===== src/design/y2b_pkg.sv =====
// Shared types and constants for the YUY2 to BGRA converter.
// No dependencies; imported by every module of the block.
package y2b_pkg;

  localparam int LINE_PAIRS_W = 11;
  localparam logic [LINE_PAIRS_W-1:0] LINE_PAIRS_RESET = 11'd320;

  localparam int DEF_MAX_LINE_PAIRS = 1024;
  localparam int DEF_COEF_FRAC_BITS = 14;

  localparam int PADDR_W = 3;
  localparam int PDATA_W = 32;
  localparam logic REG_LINE_PAIRS = 1'b0;

  localparam int QUEUE_DEPTH = 4;
  localparam int QPTR_W = $clog2(QUEUE_DEPTH);
  localparam int QCNT_W = $clog2(QUEUE_DEPTH + 1);

  typedef struct packed {
    logic [7:0] luma_even;
    logic [7:0] luma_odd;
    logic [7:0] chroma_blue;
    logic [7:0] chroma_red;
    logic       end_of_line;
  } y2b_item_t;

endpackage


===== src/design/y2b_queue.sv =====
// Short queue between the front end and the conversion back end.
// Depends on y2b_pkg for the item type and depth.
module y2b_queue import y2b_pkg::*; (
  input  logic              clk,
  input  logic              rst,
  input  logic              push,
  input  y2b_item_t         push_item,
  input  logic              pop,
  output y2b_item_t         head,
  output logic [QCNT_W-1:0] count
);

  y2b_item_t         slots [QUEUE_DEPTH];
  logic [QPTR_W-1:0] wr_ptr;
  logic [QPTR_W-1:0] rd_ptr;

  assign head = slots[rd_ptr];

  always_ff @(posedge clk) begin
    if (push) begin
      slots[wr_ptr] <= push_item;
    end
  end

  always_ff @(posedge clk) begin
    if (rst) begin
      wr_ptr <= '0;
      rd_ptr <= '0;
      count  <= '0;
    end else begin
      if (push) begin
        wr_ptr <= wr_ptr + QPTR_W'(1);
      end
      if (pop) begin
        rd_ptr <= rd_ptr + QPTR_W'(1);
      end
      case ({push, pop})
        2'b10:   count <= count + QCNT_W'(1);
        2'b01:   count <= count - QCNT_W'(1);
        default: count <= count;
      endcase
    end
  end

endmodule


===== config.mk =====
export PLATFORM = sky130hd
export DESIGN_NAME = y2b_queue
export DESIGN_NICKNAME = d
export VERILOG_FILES = /design/src/design/y2b_pkg.sv /design/src/design/y2b_queue.sv
export SDC_FILE = /design/constraint.sdc
export NUM_CORES = 1
export LEC_CHECK = 0
export BUFFER_PORTS_ARGS = -buffer_cell sky130_fd_sc_hd__buf_2
export CORE_MARGIN = 5
export CORE_UTILIZATION = 30
export DETAILED_ROUTE_END_ITERATION = 10
export SLEW_MARGIN = 20
export SYNTH_ARGS = -nofsm -noshare
export SYNTH_HDL_FRONTEND = slang
export SYNTH_SLANG_ARGS = --single-unit
export TNS_END_PERCENT = 20

===== constraint.sdc =====
create_clock -name clk -period 2.92 [get_ports clk]
set_clock_uncertainty 0.2 [all_clocks]
set_input_delay 0.146 -clock clk [delete_from_list [all_inputs] [get_ports clk]]
set_output_delay 0.146 -clock clk [all_outputs]
set_load 0.005 [all_outputs]

==> impl_metrics.py <==
metrics = {
    "floorplan": {
        "rows": 48,
        "die_h_um": 141.9,
        "boundaryPins": 73,
        "core_um2": 17180,
        "dieArea_um2": 20140,
        "start_util_pct": 30.40,
        "die_w_um": 141.9,
    },
    "logic_synthesis": {
        "netlist_area_um2": 5221,
        "post_synth_num_cell_types": 20,
        "synthFlopType": "edfxtp_1",
        "synth_edf_count": 132,
        "ys_seq_elements": 141,
        "yosysMostFrequentCell": "edfxtp_1",
        "syn_inst": 214,
        "synth.top_cells.by_count": "edfxtp_1, mux4_2, dfxtp_1",
        "synth-warning-count": 0,
        "synth_area_leaders": "edfxtp_1, mux4_2, dfxtp_1",
        "async_flop_share_pct": 0,
        "synth.net_count": 257,
        "synth.avg_cell_area_um2": 24.40,
        "yosys.area.top_type": "edfxtp_1",
        "ys_seq_area_share_pct": 79.37,
        "synth_top_area_share_pct": 75.92,
    },
    "sta": {
        "hold_violations": 0,
        "slew_headroom_pct": 68.37,
        "drv_slew": 0,
        "tightest_slew_ps": 474.4,
        "setup_violations": 0,
        "setup-tns-final_ps": 0,
        "fin_crit_ps": 2226,
        "rsz0062_at_grt": "false",
        "max_freq_mhz": 449.3,
        "fin_crit_sh_pct": 76.22,
    },
    "power_and_ir_drop": {
        "internal-power_mw": 3.896,
        "power_switching_mw": 1.032,
        "pwr-share-comb_pct": 8.9,
        "switching_share_pct": 20.95,
        "peakVddDrop_uv": 399.5,
        "p_leak_nw": 2.365,
        "clockPowerShare_pct": 43.4,
        "power_density_nw_per_um2": 723.9,
        "seq_power_share_pct": 47.7,
    },
    "grt": {
        "antenna_found_initial": 0,
        "gr-total-overflow": 0,
        "grt_max_degree": 20,
        "grt_pass1_vias": 2776,
        "grt_pass1_wl_um": 15400,
        "grt_use_total_pct": 10.28,
    },
    "setup_path": {
        "start_kind": "register",
        "cp.arrival_ps": 1880,
        "cpPeakStageDelay_ps": 640,
        "critPathMaxFanout": 19,
        "cp_cell_sequence": "buf_4 > mux4_1 > buf_2",
        "critical_path_class": "reg2out",
        "slowest_stage": "mux4_1",
        "worstPathRequired_ps": 2570,
        "ff2ff_path_depth": 3,
        "worstSetupEndpointType": "output pin",
    },
    "clock_network": {
        "cts_sinks": 141,
        "htreeDepth": 4,
        "clock_path_buffers": 2,
        "clk_pin_slew_ps": 60,
        "clock_latency_ps": 410,
        "clock-root-buffer": "clkbuf_16",
        "postCtsSetupBuffers": 0,
        "hold_buffers": 36,
        "cts_resized": 0,
        "cts_tree": "built",
        "numCtsBuffers": 17,
    },
    "place": {
        "gp_congestion": 0.6400,
        "portBuffers": 72,
        "hpwlAfterDp_um": 6196,
        "dpl.cell_count": 510,
    },
    "routing": {
        "vias": 2482,
        "ant_nets": 0,
        "via_per_inst": 4.294,
        "dr.first_iter.drc_count": 125,
        "dr.pass1.iters": 4,
        "wl_um": 9606,
        "wire_per_inst_um": 16.62,
        "route.detailed.drc": 0,
    },
    "layout": {
        "area_growth_pct": 30.39,
        "drive_gt1_share_pct": 41.08,
        "fin_cells": 578,
        "antenna_cells": 0,
        "nets": 383,
        "fin_util_pct": 39.63,
    },
    "run": {
        "maxCapViolCount": 0,
    },
    "status": {
        "status": "completed",
    },
    "worst_hold_path": {
        "hold_depth": 2,
        "worstHoldPathType": "in2reg",
    },
}
==> worst max-delay path: cells and delay by family, from the launching register on <==
kind     cells  cell delay (ps)
mux          1              640
buf+inv      2              510
flops        1              320
==> layout by cell type (no fill, tap or decap), types with 2 or more instances in the layout <==
cell type      count
dlygate4sd3_1     36
mux4_2            30
nor2_1             7
inv_1              3
clkbuf_16         17
buf_2             72
clkinv_1           2
edfxtp_1         132
clkinv_4           3
clkinvlp_4         2
mux4_1             3
xor2_1             2
dfxtp_1            7
dfxtp_2            2
buf_4              7
xnor2_1            3
mux2i_1            2
clkinv_2           2
and2_2             4
bufinv_16          3
ha_1               5
==> area by class of cell <==
type / count / area (µm²)
clock inverter: 14 / 168.9
tap: 225 / 281.5
timing repair buffer: 116 / 793.3
sequential: 141 / 4146
multi-input combinational: 61 / 977.2
fill: 1585 / 10370
inverter: 3 / 11.26
clock buffer: 18 / 429.2
==> cells by family (layout without fill, tap and decap cells) <==
| logic type | count (synthesis) | after routing | synth area share [%] |
|---|---|---|---|
| buffers and inverters | 12 | 151 | 2.013 |
| AO/OA/AOI/OAI | 2 | 2 | 0.1915 |
| flip-flops | 141 | 141 | 79.37 |
| adder cells (fa/ha/maj) | 6 | 6 | 1.582 |
| XOR/XNOR | 5 | 5 | 0.8389 |
| multiplexers | 35 | 35 | 14.83 |
| AND/OR/NAND/NOR | 13 | 13 | 1.174 |
==> state kept, by name (all words and copies together) (netlist names), named ones only <==
register and flops:
count 3, wr_ptr 2, rd_ptr 2, slots 132
==> through the flow <==
step	instance area, µm²	power (mW)	setup WS, ps	hold slack (ps)
3_3_place_gp	5849	2.801	1010	160.9
4_1_cts	6808	5.012	639.6	267.2
3_5_place_dp	5849	2.812	959.8	168.6
5_1_grt	6808	5.139	563.5	275.1
2_1_floorplan	5221	2.628	972.8	44.87
6_report	6808	4.928	694.5	291.1
==> final timing paths <==
check                                end  slack (ps)                    from
hold / removal    slots[0][32]$_DFFE_PP_         290           push_item[32]
setup / recovery                head[29]         690                register
hold reg to reg    count[2]$_SDFFE_PP0P_         310   count[2]$_SDFFE_PP0P_
setup reg to reg   slots[3][8]$_DFFE_PP_        1020  wr_ptr[0]$_SDFFE_PP0P_
==> metal layers <==
metal | global-route usage (%) | share of wire, % | vias to the layer above
li1 | - | - | 1144
met3 | 3.741 | 4.8 | 9
met2 | 17.22 | 51 | 57
met5 | 0 | 0 | -
met4 | 3.939 | 0.95 | 0
met1 | 12.15 | 43 | 1272
==> power groups by stage <==
stage / Combinational (mW) / Clock (mW) / Sequential (mW)
CTS: 0.458 / 2.20 / 2.35
global route: 0.488 / 2.29 / 2.36
floorplan: 0.246 / 0 / 2.38
global placement: 0.410 / 0 / 2.39
detailed placement: 0.417 / 0 / 2.39
finish: 0.440 / 2.14 / 2.35
No activity file was read; power rests on OpenSTA's default activity.
