`src/design/y2b_pkg.sv`:
```
// Shared types and constants for the YUY2 to BGRA converter.
// No dependencies; imported by every module of the block.
package y2b_pkg;

  localparam int LINE_PAIRS_W = 11;
  localparam logic [LINE_PAIRS_W-1:0] LINE_PAIRS_RESET = 11'd320;

  localparam int DEF_MAX_LINE_PAIRS = 1024;
  localparam int DEF_COEF_FRAC_BITS = 14;

  localparam int PADDR_W = 3;
  localparam int PDATA_W = 32;
  localparam logic REG_LINE_PAIRS = 1'b0;

  localparam int QUEUE_DEPTH = 4;
  localparam int QPTR_W = $clog2(QUEUE_DEPTH);
  localparam int QCNT_W = $clog2(QUEUE_DEPTH + 1);

  typedef struct packed {
    logic [7:0] luma_even;
    logic [7:0] luma_odd;
    logic [7:0] chroma_blue;
    logic [7:0] chroma_red;
    logic       end_of_line;
  } y2b_item_t;

endpackage

```
`src/design/y2b_back.sv`:
```
// Back end: BT.601 multiply stage, then sum, truncate and clamp into the output register.
// Depends on y2b_pkg; drains y2b_queue.
module y2b_back import y2b_pkg::*; #(
  parameter int COEF_FRAC_BITS = DEF_COEF_FRAC_BITS
) (
  input  logic              clk,
  input  logic              rst,
  input  logic [QCNT_W-1:0] q_count,
  input  y2b_item_t         head,
  output logic              pop,
  output logic              out_valid,
  input  logic              out_stall,
  output logic [7:0]        first_blue,
  output logic [7:0]        first_green,
  output logic [7:0]        first_red,
  output logic [7:0]        second_blue,
  output logic [7:0]        second_green,
  output logic [7:0]        second_red,
  output logic              end_of_line
);

  localparam int CW = COEF_FRAC_BITS + 3;
  localparam int PW = CW + 9;
  localparam int SW = PW + 2;

  localparam longint KY_L = ((longint'(11644) << COEF_FRAC_BITS) + 5000) / 10000;
  localparam longint KR_L = ((longint'(15960) << COEF_FRAC_BITS) + 5000) / 10000;
  localparam longint KGU_L = ((longint'(3918) << COEF_FRAC_BITS) + 5000) / 10000;
  localparam longint KGV_L = ((longint'(8130) << COEF_FRAC_BITS) + 5000) / 10000;
  localparam longint KB_L = ((longint'(20172) << COEF_FRAC_BITS) + 5000) / 10000;

  localparam logic signed [CW-1:0] KY  = CW'(KY_L);
  localparam logic signed [CW-1:0] KR  = CW'(KR_L);
  localparam logic signed [CW-1:0] KGU = CW'(KGU_L);
  localparam logic signed [CW-1:0] KGV = CW'(KGV_L);
  localparam logic signed [CW-1:0] KB  = CW'(KB_L);

  function automatic logic [7:0] clamp(input logic signed [SW-1:0] sum);
    logic [7:0] res;
    if (sum[SW-1] || (sum == '0)) begin
      res = 8'd0;
    end else if (|sum[SW-2:COEF_FRAC_BITS+8]) begin
      res = 8'd255;
    end else begin
      res = sum[COEF_FRAC_BITS+7:COEF_FRAC_BITS];
    end
    return res;
  endfunction

  logic advance;

  logic signed [8:0] y0;
  logic signed [8:0] y1;
  logic signed [8:0] u;
  logic signed [8:0] v;

  logic                 b1_valid;
  logic signed [PW-1:0] ty0;
  logic signed [PW-1:0] ty1;
  logic signed [PW-1:0] pbu;
  logic signed [PW-1:0] pgu;
  logic signed [PW-1:0] pgv;
  logic signed [PW-1:0] prv;
  logic                 b1_eol;

  logic signed [SW-1:0] sb0;
  logic signed [SW-1:0] sg0;
  logic signed [SW-1:0] sr0;
  logic signed [SW-1:0] sb1;
  logic signed [SW-1:0] sg1;
  logic signed [SW-1:0] sr1;

  assign advance = !out_valid || !out_stall;
  assign pop     = advance && (q_count != '0);

  always_comb begin
    y0 = $signed({1'b0, head.luma_even}) - 9'sd16;
    y1 = $signed({1'b0, head.luma_odd}) - 9'sd16;
    u  = $signed({1'b0, head.chroma_blue}) - 9'sd128;
    v  = $signed({1'b0, head.chroma_red}) - 9'sd128;
  end

  always_comb begin
    sb0 = SW'(ty0) + SW'(pbu);
    sg0 = SW'(ty0) - SW'(pgu) - SW'(pgv);
    sr0 = SW'(ty0) + SW'(prv);
    sb1 = SW'(ty1) + SW'(pbu);
    sg1 = SW'(ty1) - SW'(pgu) - SW'(pgv);
    sr1 = SW'(ty1) + SW'(prv);
  end

  always_ff @(posedge clk) begin
    if (rst) begin
      b1_valid  <= 1'b0;
      out_valid <= 1'b0;
    end else if (advance) begin
      b1_valid  <= pop;
      out_valid <= b1_valid;
    end
  end

  always_ff @(posedge clk) begin
    if (advance) begin
      ty0    <= PW'(KY * y0);
      ty1    <= PW'(KY * y1);
      pbu    <= PW'(KB * u);
      pgu    <= PW'(KGU * u);
      pgv    <= PW'(KGV * v);
      prv    <= PW'(KR * v);
      b1_eol <= head.end_of_line;

      first_blue   <= clamp(sb0);
      first_green  <= clamp(sg0);
      first_red    <= clamp(sr0);
      second_blue  <= clamp(sb1);
      second_green <= clamp(sg1);
      second_red   <= clamp(sr1);
      end_of_line  <= b1_eol;
    end
  end

endmodule

```
`config.mk`:
```
export PLATFORM = sky130hd
export DESIGN_NAME = y2b_back
export DESIGN_NICKNAME = d
export VERILOG_FILES = /design/src/design/y2b_pkg.sv /design/src/design/y2b_back.sv
export SDC_FILE = /design/constraint.sdc
export NUM_CORES = 1
export LEC_CHECK = 0
export ABC_AREA = 0
export ABC_CLOCK_PERIOD_IN_PS = 5250
export BUFFER_PORTS_ARGS = -buffer_cell sky130_fd_sc_hd__buf_2
export CORE_UTILIZATION = 52
export CTS_CLUSTER_SIZE = 16
export DETAILED_ROUTE_END_ITERATION = 8
export GPL_TIMING_DRIVEN = 0
export PLACE_DENSITY = 0.71
export SYNTH_ARGS = -nofsm -noshare
export SYNTH_HDL_FRONTEND = slang
export SYNTH_SLANG_ARGS = --single-unit
```
`constraint.sdc`:
```
create_clock -name clk -period 5.25 [get_ports clk]
set_input_delay 0.2625 -clock clk [delete_from_list [all_inputs] [get_ports clk]]
set_output_delay 0.2625 -clock clk [all_outputs]
set_load 0.1 [all_outputs]
```
==> results.yml, run 1 <==
floorplan:
  ioPinCount: 90
  die_h_um: 216
  die-area_um2: 46800
  core_um2: 45400
  initial_utilization: 0.526
  rows: 78
  die_width_um: 216
logic_synthesis:
  synth_edf_count: 189
  yosysTopAreaCell: "ha_1"
  synth_flop_cell: "edfxtp_1"
  synthTopCellsByArea: "ha_1 28%, edfxtp_1 24%, fa_1 12%, inv_1 5.1%, xnor2_1 4.0%"
  yosys_register_bits: 191
  synthesis.instances: 2368
  synth_nets: 3090
  yosysTopAreaCellShare: 0.284
  yosys_warnings: 0
  syn_area_per_cell_um2: 10.1
  synth_most_common_cell: "ha_1"
  syn_area_um2: 23900
  async_flop_share: 0
  netlist-cell-type-count: 77
  synth_seq_area_share: 0.239
  ys_top_cells_by_count: "542 x ha_1, 326 x inv_1, 189 x edfxtp_1"
global_routing:
  grt_max_degree: 100
  grt_pass1_vias: 17300
  grt_most_used_layer: "met2"
  grt_use_met2: 0.416
  use_met1: 0.349
  grt-ovfl-total: 0
  use_met3: 0.0275
  track_usage: 0.253
  grt_pass1_wl_um: 91700
  antenna_found_initial: 0
layout:
  antenna_cells: 0
  area_growth_pct: 8.07
  finalNetCount: 3205
  layout-drive-gt1-share: 0.0705
  final_util: 0.569
worst_setup_path:
  cp.required_ps: 5540
  critPathSlowestCell: "fa_1"
  cp_max_fo: 7
  cp_data_arrival_time_ps: 5300
  path_cells: "buf_2, inv_4, ha_2, or3b_4, inv_4, ha_1, inv_1, fa_1, inv_1, fa_1, fa_1, ha_1, ha_1, clkbuf_1, nand3_1, o2111ai_1, a31oi_1, nand2b_1, a21boi_1, o41a_1, a2111oi_4"
  worst_setup_path_start_kind: "input port"
  criticalPathCategory: "input port to register"
  reg2reg_setup_slack_ps: 1000
  critPathCaptureType: "register"
  critPathMaxStageDelay_ps: 530
routing:
  wl_um: 57800
  viasPerCell: 5.76
  dr.pass1.iters: 6
  wire_per_inst_um: 18.7
  drc: 0
  vias: 17800
  detail-route-antenna-nets: 0
  drt_first_iter_violations: 1175
timing:
  period_share: 0.955
  setup_violations: 0
  hold_viol_final: 0
  tightest_slew_ps: 1110
  slew_viol_final: 0
  rsz0062_at_grt: "false"
  fmax_mhz: 199
  maxSlewHeadroom: 0.249
  fin_skew_ps: 9.08
  holdWs_ps: 106
  fin_crit_ps: 5010
clock_tree:
  cts_buffers: 17
  clockBufferDepth: 2
  clkTransAtPathRegs_ps: 70
  clock_latency_ps: 470
  cts_tree: "built"
  cts_sinks: 191
  htreeDepth: 4
  root_buffer: "clkbuf_16"
outcome:
  status: "finished, final reports clean"
placement:
  dpl.hpwl_um: 48900
  io_buffers: 89
  place_congestion: 0.979
min_path:
  hold_class: "input port to register"
run:
  maxCapViolations: 0
cells in the final DEF, fill, tap and decap left out, types with 8 or more instances in the layout:
master and n:
and3_1 15, a31o_2 11, a31oi_1 21, nand4_1 20, a21oi_1 167, or3_1 10
a21o_1 57, o2111ai_1 12, fa_1 141, inv_1 321, nor2_1 117, nand2_1 83
nand3_1 35, or2_2 9, o21ai_0 83, and2_1 10, xor2_1 43, xnor2_1 108
nor2b_1 29, nor3_1 54, a211oi_1 24, o31ai_1 9, nand2b_1 20, o21a_1 49
o21bai_1 26, ha_1 540, o211ai_1 15, buf_2 90, clkbuf_1 16, edfxtp_1 189
clkbuf_16 17, nor4_1 8
final timing paths:
path	start	end	depth (start not counted)
setup / recovery	head[21]	ty1[24]	21
hold / removal	head[3]	pgv[5]	1
setup reg to reg	ty0[8]	first_green[5]	11
hold reg to reg	b1_eol	end_of_line	0
registers in the layout, indices dropped and copies added (netlist names), 19 cells and up:
signal	flops
pgv	19
ty1	24
pbu	24
prv	25
pgu	23
ty0	24
cell type report:
cell class	count	area (um2)
Clock inverter	12	114
Inverter	326	1240
Buffer	17	72.6
Tap cell	600	751
Sequential cell	191	5720
Clock buffer	20	437
Multi-Input combinational cell	1834	17000
Timing Repair Buffer	96	523
Fill cell	3913	19600
per-stage QoR:
stage                     cells  TNS (ps)  instance area [um2]  setup WS (ps)
after floorplan            2368         0                23900           41.7
after global placement     3057     -4210                25100           -756
after detailed placement   3058     -5130                25100           -838
after CTS                  3093         0                25700           6.41
after global routing       3096         0                25800           44.4
final                      3096         0                25800            235
metal layers:
metal / part of all wire / vias to the layer above / wire (um)
met3: 0.041 / 83 / 2340
met5: 0 / - / 0
met1: 0.47 / 8624 / 27300
met4: 0.023 / 0 / 1340
li1: - / 8773 / -
met2: 0.46 / 350 / 26800
worst max-delay path: cells and delay by family:
kind / cells / cell delay, ps
buf+inv: 6 / 680
fa+ha+maj: 7 / 2520
compound gates: 5 / 1150
simple gates: 3 / 670
cells by family (layout without fill, tap and decap cells):
kind of cell | Yosys count | count (layout) | share of synthesized area
xor+xnor | 155 | 155 | 0.0568
compound gates | 553 | 553 | 0.154
buf+inv | 343 | 471 | 0.0543
simple gates | 437 | 437 | 0.0911
fa+ha+maj | 683 | 683 | 0.402
mux | 6 | 6 | 0.00262
flops | 191 | 191 | 0.239
repair_timing:
| action | 4_1_cts | 5_1_grt |
|---|---|---|
| endpoints found under the setup margin | 3 | 6 |
| hold buffers | 2 | 0 |
| resized for setup | 5 | 16 |
| pin swaps | 1 | 2 |
| hold endpoints to repair | 3 | 0 |
| setup buffers | 1 | 3 |
Power of run 1 is not shown: default switching activity piles up to over one toggle a cycle in this logic, so the estimate is an artifact.
==> run 2, diff against run 1 <==
--- a/config.mk
+++ b/config.mk
@@ -8,10 +8,12 @@
 export ABC_AREA = 0
 export ABC_CLOCK_PERIOD_IN_PS = 5250
 export BUFFER_PORTS_ARGS = -buffer_cell sky130_fd_sc_hd__buf_2
+export CORE_ASPECT_RATIO = 0.7
 export CORE_UTILIZATION = 52
 export CTS_CLUSTER_SIZE = 16
 export DETAILED_ROUTE_END_ITERATION = 8
 export GPL_TIMING_DRIVEN = 0
+export MAX_ROUTING_LAYER = met4
 export PLACE_DENSITY = 0.71
 export SYNTH_ARGS = -nofsm -noshare
 export SYNTH_HDL_FRONTEND = slang
==> results.yml, run 2 (synthesis results as in run 1) <==
worst_setup_path:
  criticalPathCategory: "input port to register"
  cp_max_fo: 7
  crit_start: "head[21]"
  r2r_cells: 11
  r2r-start: "ty1[12]"
  endpoint: "ty1[24]"
  r2r_end: "second_green[5]"
  critPathCaptureType: "register"
  worst_setup_path_start_kind: "input port"
  cp.required_ps: 5520
  cp_data_arrival_time_ps: 5320
  reg2reg_setup_slack_ps: 990
global_routing:
  grt_max_degree: 97
  grt-ovfl-total: 0
  grt_most_used_layer: "met1"
  use_met1: 0.384
  grt_pass1_wl_um: 93600
  grt_use_met2: 0.377
  use_met3: 0.0711
  grt_pass1_vias: 17300
  antenna_found_initial: 0
  track_usage: 0.269
placement:
  io_buffers: 89
  dpl.hpwl_um: 51200
  pre_cts_slack_ps: -1040
  place_congestion: 0.952
floorplan:
  die_h_um: 181
  initial_utilization: 0.528
  core_um2: 45200
  rows: 65
  die_width_um: 258
  ioPinCount: 90
  die-area_um2: 46800
clock_tree:
  clock_latency_ps: 460
  cts_tree: "built"
  cts_buffers: 17
  clkTransAtPathRegs_ps: 80
  root_buffer: "clkbuf_16"
  htreeDepth: 4
  cts_sinks: 191
  clockBufferDepth: 2
layout:
  largest_reg_flops: 25
  final_common_cell: "ha_1"
  final_util: 0.573
  finalNetCount: 3207
  area_growth_pct: 8.49
  final_cell_mix: "539 x ha_1, 320 x inv_1, 189 x edfxtp_1"
  nFillCells: 3915
  layout-drive-gt1-share: 0.0761
  antenna_cells: 0
  largest-register: "prv"
run:
  maxCapViolations: 0
timing:
  tightest_slew_ps: 1100
  layout_setup_ws_ps: 202
  period_share: 0.961
  hold_viol_final: 0
  fin_crit_ps: 5050
  fmax_mhz: 198
  setup_violations: 0
  fin_skew_ps: 16.9
  slew_viol_final: 0
  maxSlewHeadroom: 0.258
  holdWs_ps: 114
routing:
  dr.pass1.iters: 5
  drt_first_iter_violations: 1505
  drc: 0
  wl_um: 60400
  viasPerCell: 5.80
  wire_per_inst_um: 19.5
  vias: 18000
  detail-route-antenna-nets: 0
min_path:
  hold_class: "input port to register"
outcome:
  status: "finished, final reports clean"
-- run 2: changes by cell type in the layout (fill, tap and decap cells not counted), sizes merged --
cell / previous run / this run
clkinvlp: 5 / 6
clkinv: 6 / 2
clkbuf: 33 / 31
buf: 98 / 101
inv: 326 / 330
-- run 2: what timing repair did --
item	CTS	global route
endpoints found under the setup margin	5	10
hold endpoints to repair	3	0
pin swaps	1	2
resized for setup	10	23
buffers inserted	2	4
hold buffers	2	0
-- run 2: area by class of cell --
| type | instances | area [um2] | area share |
|---|---|---|---|
| well taps | 603 | 754 | 0.0291 |
| repair buffers | 99 | 543 | 0.0210 |
| plain buffers | 16 | 68.8 | 0.00266 |
| clock buffers | 19 | 443 | 0.0171 |
| inverters | 326 | 1240 | 0.0479 |
| multi-input cells | 1834 | 17000 | 0.656 |
| flip-flops and latches | 191 | 5720 | 0.221 |
| clock inverters | 13 | 144 | 0.00555 |
-- run 2: how the worst min path moves through the flow --
stage	to	depth (start not counted)	slack, ps	startpoint
global route	pgv[5]	1	100	head[3]
global placement	end_of_line	0	420	b1_eol
finish	pgv[5]	1	110	head[3]
floorplan	b1_valid	1	330	rst
CTS	pgv[8]	1	90	head[6]
detailed placement	end_of_line	0	410	b1_eol
-- run 2: layer usage --
layer  vias up  wire, um  share of wire
met5         -         0              0
met4         0      1080          0.018
met3        65      5100          0.084
met2       504     24900           0.41
met1      8631     29300           0.49
li1       8796         -              -
-- run 2: critical path: stages --
cell and delay [ps]:
buf_2 160, inv_4 110, ha_2 220, or3b_4 450, inv_4 120, ha_1 180, inv_1 70, fa_1 540
inv_1 60, fa_1 490, fa_1 500, ha_1 310, ha_2 340, nand3_1 80, o2111ai_1 150, a31oi_1 280
nand2b_1 140, a21boi_0 110, o41a_1 380, a2111oi_2 370
-- run 2: stage by stage --
stage / setup TNS [ps] / cell area [um2] / instances
finish: 0 / 25900 / 3101
global route: -2.95 / 25900 / 3101
CTS: 0 / 25800 / 3098
detailed placement: -6510 / 25100 / 3062
global placement: -6490 / 25100 / 3060
floorplan: 0 / 23900 / 2368
Power of run 2 is left out for the same reason.
